==> config.mk <==
export PLATFORM = sky130hd
export DESIGN_NAME = acd_accum
export DESIGN_NICKNAME = d
export VERILOG_FILES = /design/src/sv/acd_pkg.sv /design/src/sv/acd_accum.sv
export SDC_FILE = /design/constraint.sdc
export NUM_CORES = 1
export LEC_CHECK = 0
export ABC_AREA = 1
export BUFFER_PORTS_ARGS = -buffer_cell sky130_fd_sc_hd__buf_2
export CAP_MARGIN = 20
export CELL_PAD_IN_SITES_DETAIL_PLACEMENT = 0
export CELL_PAD_IN_SITES_GLOBAL_PLACEMENT = 1
export CORE_MARGIN = 2
export CORE_UTILIZATION = 35
export DETAILED_ROUTE_END_ITERATION = 6
export HOLD_SLACK_MARGIN = 0.06
export PLACE_DENSITY_LB_ADDON = 0.12
export SLEW_MARGIN = 20
export SYNTH_ARGS = -nofsm -noshare
export SYNTH_HDL_FRONTEND = slang
export SYNTH_SLANG_ARGS = --single-unit
==> constraint.sdc <==
create_clock -name i_clk -period 3.8 [get_ports i_clk]
set_clock_uncertainty 0.1 [all_clocks]
set_input_delay 0.38 -clock i_clk [delete_from_list [all_inputs] [get_ports i_clk]]
set_output_delay 0.38 -clock i_clk [all_outputs]
set_load 0.005 [all_outputs]
==> src/sv/acd_pkg.sv <==
// Shared constants, types and codes for the additive codebook decoder.
package acd_pkg;

    localparam int MAX_PARTITIONS     = 4;
    localparam int ROWS_PER_PARTITION = 256;
    localparam int SUB_DIM            = 16;
    localparam int MAX_CODES          = 8;

    localparam int PART_W  = 2;
    localparam int ROW_W   = 8;
    localparam int ELEM_W  = 4;
    localparam int VAL_W   = 32;
    localparam int SUM_W   = 36;
    localparam int CODE_W  = 15;
    localparam int CC_W    = 3;
    localparam int CNT_W   = $clog2(SUB_DIM + 1);
    localparam int ADDR_W  = PART_W + ROW_W + ELEM_W;
    localparam int DEPTH   = MAX_PARTITIONS * ROWS_PER_PARTITION * SUB_DIM;
    localparam int PROD_W  = 12;
    localparam int RCALC_W = 16;

    localparam int CFG_IDX_W  = 2;
    localparam int CFG_DATA_W = 9;

    localparam logic [CFG_IDX_W-1:0] REG_PARTITIONS = 2'd0;
    localparam logic [CFG_IDX_W-1:0] REG_CODES      = 2'd1;
    localparam logic [CFG_IDX_W-1:0] REG_DICT_SIZE  = 2'd2;
    localparam logic [CFG_IDX_W-1:0] REG_INDEX_MODE = 2'd3;

    localparam logic CMD_LOAD = 1'b0;
    localparam logic CMD_CODE = 1'b1;

    // clamped configuration seen by the sequencer
    typedef struct packed {
        logic [2:0] parts;
        logic [3:0] codes;
        logic [8:0] dsize;
        logic       mode;
    } t_cfg;

    // sequencer to accumulator controls
    typedef struct packed {
        logic              wr_en;
        logic [ELEM_W-1:0] wr_idx;
        logic              base_zero;
        logic              out_en;
        logic [ELEM_W-1:0] out_idx;
        logic              out_zero;
    } t_acc_ctl;

    typedef enum logic [2:0] {
        S_IDLE = 3'b001,
        S_ADD  = 3'b010,
        S_EMIT = 3'b100
    } t_state;

endpackage

==> src/sv/acd_accum.sv <==
// Accumulator bank with the shared adder and the output value register.
module acd_accum
    import acd_pkg::*;
(
    input  logic                    i_clk,
    input  t_acc_ctl                i_ctl,
    input  logic [VAL_W-1:0]        i_rdata,
    output logic signed [SUM_W-1:0] o_value
);

    logic [SUM_W-1:0] r_acc [SUB_DIM];
    logic [SUM_W-1:0] r_value;
    logic [SUM_W-1:0] base;
    logic [SUM_W-1:0] addend;

    assign base   = i_ctl.base_zero ? '0 : r_acc[i_ctl.wr_idx];
    assign addend = {{(SUM_W - VAL_W){i_rdata[VAL_W-1]}}, i_rdata};

    always_ff @(posedge i_clk) begin
        if (i_ctl.wr_en) begin
            r_acc[i_ctl.wr_idx] <= base + addend;
        end
    end

    always_ff @(posedge i_clk) begin
        if (i_ctl.out_en) begin
            r_value <= i_ctl.out_zero ? '0 : r_acc[i_ctl.out_idx];
        end
    end

    assign o_value = $signed(r_value);

endmodule

# After elaboration in Yosys (flattened, before gate mapping)

Memory sizes are Yosys's and may differ from the RTL's. A register that Yosys moved wholly into a read port is not among the register bits.
Cells that the tools add are included.

Bits in writable memories: 576
Latch bits: 0
Bits in read-only memories: 0
Memories kept: 1
Word-level logic and storage cells: 5
Bits of input ports: 45
Output and inout port bits: 36
Register bits: 0

$add $sub $neg: 1
Magnitude comparators: 0
Shift operators: 0
Divide/modulo/power cells: 0
Reduce and logical (&&, ||, !) cells: 0
Muxes and demuxes: 3
Bitwise operators: 0
Multiply operators: 0
Equal/unequal tests: 0

Memories:

| name  | depth | width | rd ports | clocked after Yosys merged registers in | wr ports | RTL line        | source |
|---|---|---|---|---|---|---|---|
| r_acc | 16    | 36    | 2        | 1                                       | 1        | acd_accum.sv:11 | `logic [SUM_W-1:0] r_acc [SUB_DIM];` |

Operator list:

| cell              | count |
|---|---|
| adder 36 bit      | 1 |
| 2-to-1 mux 36 bit | 1 |
| 2-to-1 mux 1 bit  | 2 |

# Depth between registers and ports, before layout

An unclocked memory read counts as a cell.

Depth after elaboration: 3
Mapped depth: 24
Gate-level depth less buffers: 22

# Worst setup path before layout

No wires, ideal clock.

Kind: input-to-reg
From: input i_ctl[8] in the netlist's numbering
To: memory r_acc[0][16], data pin
Required time: 3.411 ns
Path buffers: 2
Slack: 0.152 ns
Library setup time: 0.289 ns
Data arrival time: 3.259 ns
Stages on the path: 20
Path through: buf_2 > nand2_1 > inv_2 > clkbuf_1 > a22oi_1 > a21oi_1 > or2_2 > inv_1 > a21oi_1 > ha_1 > fa_1 > nand2_1 > nand3_1 > o21ai_0 > inv_1 > nand2_1 > nand2_1 > nand2_1 > nand2_1 > xor2_1

Longest elaborated chain between the ends: 3

Ends and longest elaborated chain:

| element              | RTL line        | source |
|---|---|---|
| from (decl)          | acd_accum.sv:6  | `input t_acc_ctl i_ctl,` |
| memory (16 x 36 bit) | n/a             |  |
| 2-to-1 mux 36 bit    | acd_accum.sv:16 | `assign base = i_ctl.base_zero ? '0 : r_acc[i_ctl.wr_idx];` |
| adder 36 bit         | acd_accum.sv:21 | `r_acc[i_ctl.wr_idx] <= base + addend;` |
| to (decl)            | acd_accum.sv:11 |  |

No other way between the ends.

# Worst setup path in the final report

From: input i_ctl[7] in the netlist's numbering
To: memory r_acc[4][34], data pin

The elaborated chain is that of the path after synthesis.

==> qor.yml <==
pwr:
  swShare_pct: 25.7
  clkPwrFrac_pct: 40.6
  combPwrFrac_pct: 14.6
  power_leakage_uw: 0.0128
  p_int_uw: 13200
  cellPowerDensity_nw_per_um2: 488
  ir_drop_mv: 0.331
  switchingPower_uw: 4570
  p_seq_share_pct: 44.9
global_route:
  grt_usage_pct: 26.9
  grt_pass1_wl_um: 170000
  first_global_vias: 24900
  grt_max_degree: 133
  grt_overflow_total: 0
  antenna_found_initial: 1
logic_synthesis:
  ys_top_cells_by_area: "edfxtp_1 62%, a22oi_1 7.1%, o21ai_0 5.5%"
  syn_nets: 2810
  syn_area_um2: 29700
  ys.warnings.count: 0
  ys_ff_latch: 612
  synth_top_area_cell: "edfxtp_1"
  synth_top_area_share_pct: 62.0
  yosysSeqAreaShare_pct: 62.0
  yosysUniqueCellTypes: 36
  syn-mean-instance-area_um2: 10.9
  syn_inst: 2729
routing:
  vias: 24700
  routedWlPerCell_um: 28.1
  ant_nets: 0
  firstDrtPassIters: 7
  viasPerCell: 5.86
  drc: 2
  routed_wirelength_um: 118000
  first_iter_violations: 2315
hold_path:
  holdPathStages: 1
  min_from: "i_ctl[5]"
  worstHoldPathType: "primary input to register"
  hold_path_end: "o_value[1]"
setup_path:
  cp_data_required_time_ps: 4080
  critical-path-top-delay-family: "compound AO/OA/AOI/OAI gates"
  rrSetupSlack_ps: 230
  r2r_start: "r_acc[0][17]"
  path_class: "primary input to register"
  crit_path_end_kind: "register"
  crit_fanout: 16
  cp_data_arrival_time_ps: 3910
  crit_chain: "buf_2 > inv_2 > nand2_1 > inv_4 > buf_4 > buf_4 > a22oi_1 > a21oi_1 > or2_1 > nor2_1 > nor2_1 > ha_1 > buf_4 > a21oi_1 > o21ai_0 > a21oi_1 > o21a_1 > nand2_1 > nand2_1 > nand2_1 > buf_12"
  start_kind: "primary input"
  rr_worst_depth: 20
  path_buf_inv: 7
  r2r_end: "r_acc[0][35]"
  max_stage_delay_ps: 360
  path_common_cell: "nand2_1"
  slowest_stage: "a21oi_1"
timing:
  hold_violations: 0
  setup_violations: 0
  slew_headroom_pct: 36.8
  timing.fmax_ghz: 0.275
  period_needed_ps: 3630
  rsz0062_at_grt: "yes"
  setup_ws_ps: 168
  finalCritPeriodShare_pct: 95.6
  slew_violations: 0
  worst_slew_pin_slew_ps: 947
die:
  die_h_um: 295
  dieArea_um2: 87100
  io_pins: 81
  dieWidth_um: 295
  core_um2: 83800
  start_util_pct: 35.4
  num_rows: 106
clock_tree:
  cts_resized: 1
  cts_tree: "done"
  clock_latency_ps: 640
  htreeDepth: 3
  cts_hold_buf: 0
  post_cts_buffers: 0
  cts-buffers-inserted: 74
  clkSlewWorstSetupHoldPaths_ps: 60
  cts_buffer_depth: 3
  cts_sinks: 612
  root_buffer: "clkbuf_16"
finish:
  final_cells: 4207
  nFillCells: 7891
  layout_common_cells: "612 x edfxtp_1, 375 x nor2_1, 323 x o21ai_0"
  nets: 3096
  final_common_cell: "edfxtp_1"
  synthToLayoutAreaGrowth_pct: 22.9
  drive_gt1_share_pct: 18.7
outcome:
  violations: "DRC"
  status: "finished, violations left"
flow_run:
  max_cap_violations: 0
placed_design:
  gp_congestion: 0.916
  port-buffer-count: 80
  dpl.hpwl_um: 73500
  placedCellCount: 4073
  pre_cts_ws_ps: -605
[how the worst max path moves through the flow]
stage                   from            end  slack, ps  cells past startpoint
finish              i_ctl[7]   r_acc[4][34]        170                     21
global route        i_ctl[7]   r_acc[5][22]        -70                     21
CTS                 i_ctl[7]  r_acc[12][15]         70                     19
detailed placement  i_ctl[7]  r_acc[11][19]       -610                     21
global placement    i_ctl[7]   r_acc[1][23]       -570                     21
floorplan           i_ctl[8]   r_acc[0][16]        150                     20
[layer usage]
layer  GRT usage [%]  vias up  wire [um]
li1                -    10900          -
met4            10.8        0       4780
met2            45.8     1142      57400
met3            3.87      254       7900
met5               0        -          0
met1            34.6    12400      48100
[area by class of cell]
cell class	count	area [um^2]	share of cell area, %
sequential	612	18400	50.4
multi-input combinational	1823	10300	28.2
timing repair buffer	415	3570	9.79
clock buffer	92	1980	5.44
tap	1134	1420	3.89
clock inverter	41	485	1.33
inverter	89	349	0.957
antenna	1	2.50	0.00686
[kinds of logic after synthesis]
logic type	Yosys count	synth area share, %
fa+ha+maj	36	1.54
flops	612	62.0
simple gates	718	9.88
xor+xnor	19	0.561
buf+inv	294	4.07
compound gates	1050	22.0
[power groups by stage]
stage | sequential [uW] | combinational (uW) | clock, uW
after floorplan | 8120 | 1200 | 0
after global placement | 8120 | 2550 | 0
after detailed placement | 8120 | 2570 | 0
after CTS | 7980 | 2580 | 7340
after global routing | 7990 | 2810 | 7630
final | 7990 | 2590 | 7220
[sequential cells by signal (all words and copies together) (netlist names)]
name / flops
o_value: 36
r_acc: 576
[cells in the mapped netlist]
cell      count
buf_4         3
a21boi_0      2
ha_1         35
nor2_1      392
o21bai_1      3
buf_6         1
or2_1        38
xnor2_1       3
nand3_1      54
o21ai_0     324
o21ai_1       4
and2_1        1
o21a_1        6
nand4_1       4
inv_2         4
nor4_1        2
a31oi_1       1
edfxtp_1    612
a22oi_1     280
nand3b_1      1
nor3_1        5
inv_1        83
a21oi_1     238
o221ai_1     95
buf_2        67
fa_1          1
xor2_1       16
clkbuf_1    128
o211ai_1     48
clkinv_1      2
o22ai_1      47
a21o_1        2
nand2_1     203
or2_2        16
buf_1         6
nor2_2        2
[per-stage QoR]
step / hold slack (ps) / cell area (um^2) / util, % / total power, uW / TNS (ps)
after floorplan: 392 / 29700 / - / 9320 / 0
after global placement: 676 / 33900 / 40.5 / 10700 / -165200
after detailed placement: 674 / 33900 / 40.5 / 10700 / -154910
after CTS: 324 / 36400 / 43.4 / 17900 / 0
after global routing: 207 / 36500 / 43.5 / 18400 / -1660
final: 183 / 36500 / 43.5 / 17800 / 0
Note: power is estimated with default switching activity, not from simulation.
