===== src/sv/acd_pkg.sv =====
// Shared constants, types and codes for the additive codebook decoder.
package acd_pkg;

    localparam int MAX_PARTITIONS     = 4;
    localparam int ROWS_PER_PARTITION = 256;
    localparam int SUB_DIM            = 16;
    localparam int MAX_CODES          = 8;

    localparam int PART_W  = 2;
    localparam int ROW_W   = 8;
    localparam int ELEM_W  = 4;
    localparam int VAL_W   = 32;
    localparam int SUM_W   = 36;
    localparam int CODE_W  = 15;
    localparam int CC_W    = 3;
    localparam int CNT_W   = $clog2(SUB_DIM + 1);
    localparam int ADDR_W  = PART_W + ROW_W + ELEM_W;
    localparam int DEPTH   = MAX_PARTITIONS * ROWS_PER_PARTITION * SUB_DIM;
    localparam int PROD_W  = 12;
    localparam int RCALC_W = 16;

    localparam int CFG_IDX_W  = 2;
    localparam int CFG_DATA_W = 9;

    localparam logic [CFG_IDX_W-1:0] REG_PARTITIONS = 2'd0;
    localparam logic [CFG_IDX_W-1:0] REG_CODES      = 2'd1;
    localparam logic [CFG_IDX_W-1:0] REG_DICT_SIZE  = 2'd2;
    localparam logic [CFG_IDX_W-1:0] REG_INDEX_MODE = 2'd3;

    localparam logic CMD_LOAD = 1'b0;
    localparam logic CMD_CODE = 1'b1;

    // clamped configuration seen by the sequencer
    typedef struct packed {
        logic [2:0] parts;
        logic [3:0] codes;
        logic [8:0] dsize;
        logic       mode;
    } t_cfg;

    // sequencer to accumulator controls
    typedef struct packed {
        logic              wr_en;
        logic [ELEM_W-1:0] wr_idx;
        logic              base_zero;
        logic              out_en;
        logic [ELEM_W-1:0] out_idx;
        logic              out_zero;
    } t_acc_ctl;

    typedef enum logic [2:0] {
        S_IDLE = 3'b001,
        S_ADD  = 3'b010,
        S_EMIT = 3'b100
    } t_state;

endpackage


===== src/sv/acd_seq.sv =====
// Sequencer: code bookkeeping, row address, add pass and emit pass.
module acd_seq
    import acd_pkg::*;
(
    input  logic              i_clk,
    input  logic              i_rst_n,
    input  t_cfg              i_cfg,
    input  logic              i_code_go,
    input  logic [CODE_W-1:0] i_code_value,
    output logic              o_busy,
    output logic              o_re,
    output logic [ADDR_W-1:0] o_raddr,
    output t_acc_ctl          o_ctl,
    output logic              o_result_valid,
    output logic [ELEM_W-1:0] o_element_index,
    output logic [PART_W-1:0] o_partition_index,
    output logic              o_point_last,
    output logic              o_index_error
);

    t_state            r_state, n_state;
    logic [PART_W-1:0] r_pc, n_pc;
    logic [CC_W-1:0]   r_cc, n_cc;
    logic              r_err, n_err;
    logic              r_clear, n_clear;
    logic [ROW_W-1:0]  r_row, n_row;
    logic [CNT_W-1:0]  r_cnt, n_cnt;
    logic              r_vld, n_vld;
    logic [ELEM_W-1:0] r_widx, n_widx;
    logic              r_emit, n_emit;
    logic              r_last, n_last;

    logic              r_ovld;
    logic [ELEM_W-1:0] r_oidx;
    logic [PART_W-1:0] r_opart;
    logic              r_olast;
    logic              r_oerr;

    logic [PROD_W-1:0]  prod;
    logic [RCALC_W-1:0] row_calc;
    logic               in_range;
    logic [CC_W:0]      cc_next;
    logic               emit_now;
    logic               last_part;
    logic               issue;
    logic               emitting;

    assign prod      = PROD_W'(r_cc) * PROD_W'(i_cfg.dsize);
    assign row_calc  = RCALC_W'(i_code_value) + (i_cfg.mode ? RCALC_W'(prod) : '0);
    assign in_range  = row_calc < RCALC_W'(ROWS_PER_PARTITION);
    assign cc_next   = {1'b0, r_cc} + (CC_W + 1)'(1);
    assign emit_now  = cc_next >= i_cfg.codes;
    assign last_part = ({1'b0, r_pc} + 3'd1) >= i_cfg.parts;

    assign issue    = (r_state == S_ADD) && (r_cnt < CNT_W'(SUB_DIM));
    assign emitting = (r_state == S_EMIT);

    always_comb begin
        n_state = r_state;
        n_pc    = r_pc;
        n_cc    = r_cc;
        n_err   = r_err;
        n_clear = r_clear;
        n_row   = r_row;
        n_cnt   = r_cnt;
        n_vld   = issue;
        n_widx  = r_cnt[ELEM_W-1:0];
        n_emit  = r_emit;
        n_last  = r_last;
        unique case (r_state)
            S_IDLE: begin
                if (i_code_go) begin
                    n_cc   = emit_now ? '0 : cc_next[CC_W-1:0];
                    n_emit = emit_now;
                    n_last = last_part;
                    n_row  = row_calc[ROW_W-1:0];
                    n_cnt  = '0;
                    if (in_range) begin
                        n_state = S_ADD;
                    end else begin
                        n_err = 1'b1;
                        if (emit_now) begin
                            n_state = S_EMIT;
                        end
                    end
                end
            end
            S_ADD: begin
                if (issue) begin
                    n_cnt = r_cnt + CNT_W'(1);
                end
                if (r_vld && (r_widx == ELEM_W'(SUB_DIM - 1))) begin
                    n_clear = 1'b0;
                    n_cnt   = '0;
                    n_state = r_emit ? S_EMIT : S_IDLE;
                end
            end
            S_EMIT: begin
                n_cnt = r_cnt + CNT_W'(1);
                if (r_cnt == CNT_W'(SUB_DIM - 1)) begin
                    n_state = S_IDLE;
                    n_clear = 1'b1;
                    n_err   = 1'b0;
                    n_pc    = r_last ? '0 : r_pc + PART_W'(1);
                end
            end
            default: begin
                n_state = S_IDLE;
            end
        endcase
    end

    always_ff @(posedge i_clk) begin
        if (!i_rst_n) begin
            r_state <= S_IDLE;
            r_pc    <= '0;
            r_cc    <= '0;
            r_err   <= 1'b0;
            r_clear <= 1'b1;
            r_vld   <= 1'b0;
            r_ovld  <= 1'b0;
        end else begin
            r_state <= n_state;
            r_pc    <= n_pc;
            r_cc    <= n_cc;
            r_err   <= n_err;
            r_clear <= n_clear;
            r_vld   <= n_vld;
            r_ovld  <= emitting;
        end
    end

    always_ff @(posedge i_clk) begin
        r_row  <= n_row;
        r_cnt  <= n_cnt;
        r_widx <= n_widx;
        r_emit <= n_emit;
        r_last <= n_last;
        if (emitting) begin
            r_oidx  <= r_cnt[ELEM_W-1:0];
            r_opart <= r_pc;
            r_olast <= r_last && (r_cnt == CNT_W'(SUB_DIM - 1));
            r_oerr  <= r_err;
        end
    end

    assign o_busy  = (r_state != S_IDLE);
    assign o_re    = issue;
    assign o_raddr = {r_pc, r_row, r_cnt[ELEM_W-1:0]};

    always_comb begin
        o_ctl.wr_en     = r_vld;
        o_ctl.wr_idx    = r_widx;
        o_ctl.base_zero = r_clear;
        o_ctl.out_en    = emitting;
        o_ctl.out_idx   = r_cnt[ELEM_W-1:0];
        o_ctl.out_zero  = r_clear;
    end

    assign o_result_valid    = r_ovld;
    assign o_element_index   = r_oidx;
    assign o_partition_index = r_opart;
    assign o_point_last      = r_olast;
    assign o_index_error     = r_oerr;

endmodule

===== config.mk =====
export PLATFORM = sky130hd
export DESIGN_NAME = acd_seq
export DESIGN_NICKNAME = d
export VERILOG_FILES = /design/src/sv/acd_pkg.sv /design/src/sv/acd_seq.sv
export SDC_FILE = /design/constraint.sdc
export NUM_CORES = 1
export LEC_CHECK = 0
export BUFFER_PORTS_ARGS = -buffer_cell sky130_fd_sc_hd__buf_2
export CORE_MARGIN = 4
export CORE_UTILIZATION = 56
export DETAILED_ROUTE_END_ITERATION = 10
export GPL_TIMING_DRIVEN = 0
export HOLD_SLACK_MARGIN = 0.12
export PLACE_DENSITY = 0.88
export SLEW_MARGIN = 20
export SYNTH_ARGS = -nofsm -noshare
export SYNTH_HDL_FRONTEND = slang
export SYNTH_SLANG_ARGS = --single-unit

===== constraint.sdc =====
create_clock -name i_clk -period 7.05 [get_ports i_clk]
set_clock_uncertainty 0.1 [all_clocks]
set_input_delay 1.0575 -clock i_clk [delete_from_list [all_inputs] [get_ports i_clk]]
set_output_delay 1.0575 -clock i_clk [all_outputs]
set_load 0.005 [all_outputs]

# [Yosys cells after proc, flatten, opt, wreduce, memory -nomap -nowiden]
# Cells that the tools add are included.
[totals] ff_bits=39 wordCells=71 output_inout_bits=37 in_bits=35
[classes] addsub=5 n_eq_ne=12 mul=1 order_cmp=4 n_mux=21 reduce_logical=12
[ops] op="3-bit two-way mux" n=7
[ops] op="15-bit by 12-bit adder with 16-bit output" n=1
[ops] op="16-bit by 9-bit < comparator with 1-bit output (second input constant)" n=1
[ops] op="5-bit two-way mux" n=3
[ops] op="5-bit one-hot mux with 3 select lines" n=1
[ops] op="3-bit by 9-bit multiplier with 12-bit output" n=1
[ops] op="12-bit two-way mux" n=1
[ops] op="3-bit one-hot mux with 3 select lines" n=1
[ops] op="4-bit AND reduction" n=2
[ops] op="3-bit AND reduction" n=2
[ops] op="5-bit by 1-bit adder with 5-bit output (second input constant)" n=1
[ops] op="5-bit by 4-bit == test with 1-bit output (second input constant)" n=1
[ops] op="5-bit < comparator (second input constant)" n=1
[ops] op="1-bit two-way mux" n=5
[ops] op="3-bit by 1-bit adder with 4-bit output (second input constant)" n=1
[ops] op="4-bit == test (second input constant)" n=1
[ops] op="4-bit >= comparator" n=1
[ops] op="2-bit by 1-bit != test with 1-bit output (second input constant)" n=2
[ops] op="2-bit != test (second input constant)" n=2
[ops] op="1-bit one-hot mux with 2 select lines" n=2
[ops] op="2-bit AND reduction" n=2
[ops] op="2-bit nonzero test" n=2
[ops] op="2-bit by 1-bit adder with 3-bit output (second input constant)" n=1
[ops] op="3-bit by 1-bit == test with 1-bit output (second input constant)" n=1
[ops] op="10 further kinds" n=12

# [Longest topological paths before layout]
[depth] ltp_word=7 depth_mapped=21 mapped_depth_nobuf=20

# [Worst setup path before layout]
# OpenSTA, ideal clock, no wires.
[synth_timing] path_type="input to register" start="in i_cfg[1] (netlist bit)" end="reg r_state[0]" path_slack_ns=2.095 required_time_ns=6.800 arrival_time_ns=4.706 stages=19 n_path_buf=0 setup_ns=0.150 cell_sequence="nand2_1 fa_1 inv_1 ha_1 fa_1 a21o_1 a21oi_1 o21bai_1 a21oi_1 xnor2_1 and2_1 ha_1 nand2_1 o21ai_0 or3_1 o21a_1 o311ai_1 and4_1 o221ai_1"
[synth_between] elab_chain_cells=7 elab_cells_between_ends=9 cone_classes="1 x add/sub; 1 x mul; 1 x order compare; 1 x eq/ne; 4 x mux; 1 x reduce/logical"
[synth_rtl] item="from (decl)" line_no="acd_seq.sv:7" source="input t_cfg i_cfg,"
[synth_rtl] item="3-bit by 9-bit multiplier with 12-bit output *" line_no="acd_seq.sv:48" source="assign prod = PROD_W'(r_cc) * PROD_W'(i_cfg.dsize);"
[synth_rtl] item="12-bit two-way mux *" line_no="acd_seq.sv:49" source="assign row_calc = RCALC_W'(i_code_value) + (i_cfg.mode ? RCALC_W'(prod) : '0);"
[synth_rtl] item="15-bit by 12-bit adder with 16-bit output *" line_no="acd_seq.sv:49"
[synth_rtl] item="16-bit by 9-bit < comparator with 1-bit output *" line_no="acd_seq.sv:50" source="assign in_range = row_calc < RCALC_W'(ROWS_PER_PARTITION);"
[synth_rtl] item="3-bit two-way mux" line_no="acd_seq.sv:78" source="if (in_range) begin"
[synth_rtl] item="3-bit two-way mux" line_no="acd_seq.sv:72" source="if (i_code_go) begin"
[synth_rtl] item="3-bit one-hot mux with 3 select lines" line_no="acd_seq.sv:70" source="unique case (r_state)"
[synth_rtl] item="to (signal assigned)" line_no="acd_seq.sv:123" source="r_state <= n_state;"
[synth_rtl] item="to (decl)" line_no="acd_seq.sv:21" source="t_state r_state, n_state;"
# Mark *: on every way between the ends. The rest lies on a longest branch, timed or not. The select of a mux whose other input is x is not followed.
# A chain may end at the register's enable or synchronous reset.

# [Worst setup path after layout]
# Same ends and word-level chain as after synthesis.

==> results.md <==
- Ant diodes: 0
- Sequential area share after synthesis: about 33%
- Mapped Nets: 420
- CP max FO: 5
- Hold Path Sink: o_index_error
- Final WL: around 6000 um
- # rows: 26
- Initial DRC count: 92
- Hold Crit Depth: 0
- Max Buffers Root-to-Sink: 2
- Initial Utilization: 58.9%
- Mapped cell area: approximately 3100 um2
- Post-synth EDFFs: 23
- Multi-input gate area: roughly 1800 um2
- Die area: 6760 um2
- 1st-pass router iterations: 4
- Die width: approximately 80 um
- Hold path startpoint: r_err
- Syn Area/Cell: approximately 9.0 um2
- WP data arrival: about 5.3 ns
- Setup TNS Final: 0 ns
- Commonest non-fill, non-tap cell in the layout: buf_2
- FMAX: between 150 and 200 MHz
- First-pass GRT wire length: about 10000 um
- Sequential cell area: 1010 um2
- CTS root buf: clkbuf_8
- Largest net degree at the start of global routing: 19
- Post-CTS Setup Bufs: 0
- CP required: 7.09 ns
- Vias in the first global route: ~2400
- Die Ht: about 82 um
- Fillers: 400
- Insertion delay to the later sink of the worst-skew pair: 0.29 ns
- Hold WS: ~0.34 ns
- Pleak: 1.82 nW
- Initial antenna violation count: 0
- Post-DP HPWL: a little under 5000 um
- WL/cell: approximately 12 um
- Core Region: between 5000 and 6000 um2
- Final period utilization: ~75%
- Total Nets Final: 498
- Power per cell area: 156 nW/um2
- Antenna Nets Post-Route: 0
- DRC Markers: 0
- I/O pins: 72
- Final setup viols: 0
- Crit. End Element: flop
- PostCTS Resize Cnt: 0
- CTS tree: yes
- Clock Sinks: 39
- Yosys cell types: 47
- Gpl congestion: ~0.86
- Status: complete, no violations
- Commonest non-fill, non-tap cells in the layout: buf_2, nand2_1, inv_1
- Critical path startpoint category: input pin
- Cells after Synth: ~340
- Unrepaired setup endpoints after global routing: no
- Synth area leaders: edfxtp_1, ha_1, dfxtp_1
- Final hold violation count: 0
- Routed vias/inst: 5.30
- Worst slew pin tran: roughly 0.94 ns
- CTS Hold Buffers Added: 0
- Reg2Reg Depth: 21
- Synth warn: 0
- Crit Path Class: input pin to flop
- GRT Overall Usage: between 10% and 20%
- Number of CTS-inserted buffers: 5
- FF-to-FF Start: r_cc[2]
- Synth async-reset ratio: 0%
- Maximum vdd drop: roughly 120 uV
- Final slew viol count: 0
- Layout area overhead: 17.1%
- Share of layout cells above drive strength 1: approximately 22%
- Yosys top cell area share: between 20% and 30%
- Clk slew on worst S/H paths: 0.07 ns
- Post-synth top area cell: edfxtp_1
- Final Critical Period: between 5 and 6 ns
- H-tree depth: 2
- Critical R2R Capture: r_state[0]
- Max cap viols: 0
- Remaining Overflow, GRT: 0
- Top_reg_cell synth: edfxtp_1
- Hold Crit Class: flop to flop
- Vias: 2601
- Relative slew margins: a little under two fifths
- Port Buf Inserts: slightly above 70
- FF+latch count, synth: 39
- Worst reg2reg setup slack: about 1.8 ns
==> flip-flops by register name, indices dropped and copies added (netlist names) <==
name	cells
o_element_index	4
o_index_error	1
o_partition_index	2
o_point_last	1
o_result_valid	1
r_cc	3
r_clear	1
r_cnt	5
r_emit	1
r_err	1
r_last	1
r_pc	2
r_row	8
r_state	3
r_vld	1
r_widx	4
==> cell usage after synthesis (all sizes together) (5+ instances only) <==
cell and count:
nand2 37, inv 35, ha 34, edfxtp 23, nor2 22, and2 18
a21oi 16, dfxtp 16, o21ai 16, buf 12, fa 9, xnor2 9
a21o 8, xor2 8, clkbuf 7, nand3 7, and3 6, nor2b 6
nor3 6, o21a 6, nand2b 5
==> report_power, final <==
group          internal [mW]  switching (mW)
logic                 0.0681          0.0778
registers              0.263          0.0107
clock network         0.0690          0.0739
==> worst max-delay path by stage <==
stage	from	endpoint	slack, ns	depth (start not counted)
final	i_cfg[1]	r_state[0]	1.76	21
after detailed placement	i_cfg[1]	r_state[0]	1.55	21
after CTS	i_cfg[1]	r_state[0]	1.86	21
after floorplan	i_cfg[1]	r_state[0]	2.09	19
after global placement	i_cfg[1]	r_state[0]	1.67	20
after global routing	i_cfg[1]	r_state[0]	1.37	21
==> kinds of logic after synthesis <==
kind of cell,synth area share [%]
buffers and inverters,8.03
flip-flops,32.8
AND/OR/NAND/NOR,18.9
multiplexers,0.324
AO/OA/AOI/OAI,15.5
adder cells (fa/ha/maj),19.6
XOR/XNOR,4.82
==> worst max-delay path: stages <==
cell and delay (ns):
buf_2 0.09, nand2_1 0.08, fa_1 0.57, inv_1 0.05, ha_1 0.22, fa_1 0.40, a21o_1 0.17, a21oi_1 0.22
o21bai_1 0.09, a21oi_1 0.22, o21ai_0 0.14, xor2_1 0.15, and2_1 0.16, ha_1 0.21, a2111oi_0 0.45, o21ai_0 0.16
o211ai_1 0.15, a21oi_1 0.07, nor4_1 0.24, and4_1 0.31, o221ai_1 0.12
==> through the flow <==
stage               worst slack, ns  util (%)  instance area (um2)  std cells  power [mW]
finish                         1.76      69.0                 3610        491       0.562
global route                   1.37      69.0                 3610        491       0.595
CTS                            1.86      69.0                 3610        491       0.565
detailed placement             1.55      67.4                 3530        483       0.424
global placement               1.67      67.4                 3530        483       0.417
floorplan                      2.09         -                 3090        342       0.374
==> per-layer routing <==
| layer | track usage (%) | part of all wire (%) | vias up |
|---|---|---|---|
| met5 | 0 | 0 | - |
| met4 | 5.15 | 1.3 | 0 |
| met3 | 3.47 | 6.3 | 10 |
| met2 | 32.2 | 47 | 80 |
| met1 | 22.2 | 46 | 1182 |
| li1 | - | - | 1329 |
==> final cells by class <==
class / instances / area share (%)
multi-input cells: 249 / 50.6
well taps: 70 / 2.42
clock buffers: 6 / 2.01
inverters: 35 / 3.63
clock inverters: 2 / 0.346
flip-flops and latches: 39 / 28.0
plain buffers: 19 / 3.22
repair buffers: 71 / 9.83
Power figures use the tool's default switching activity.
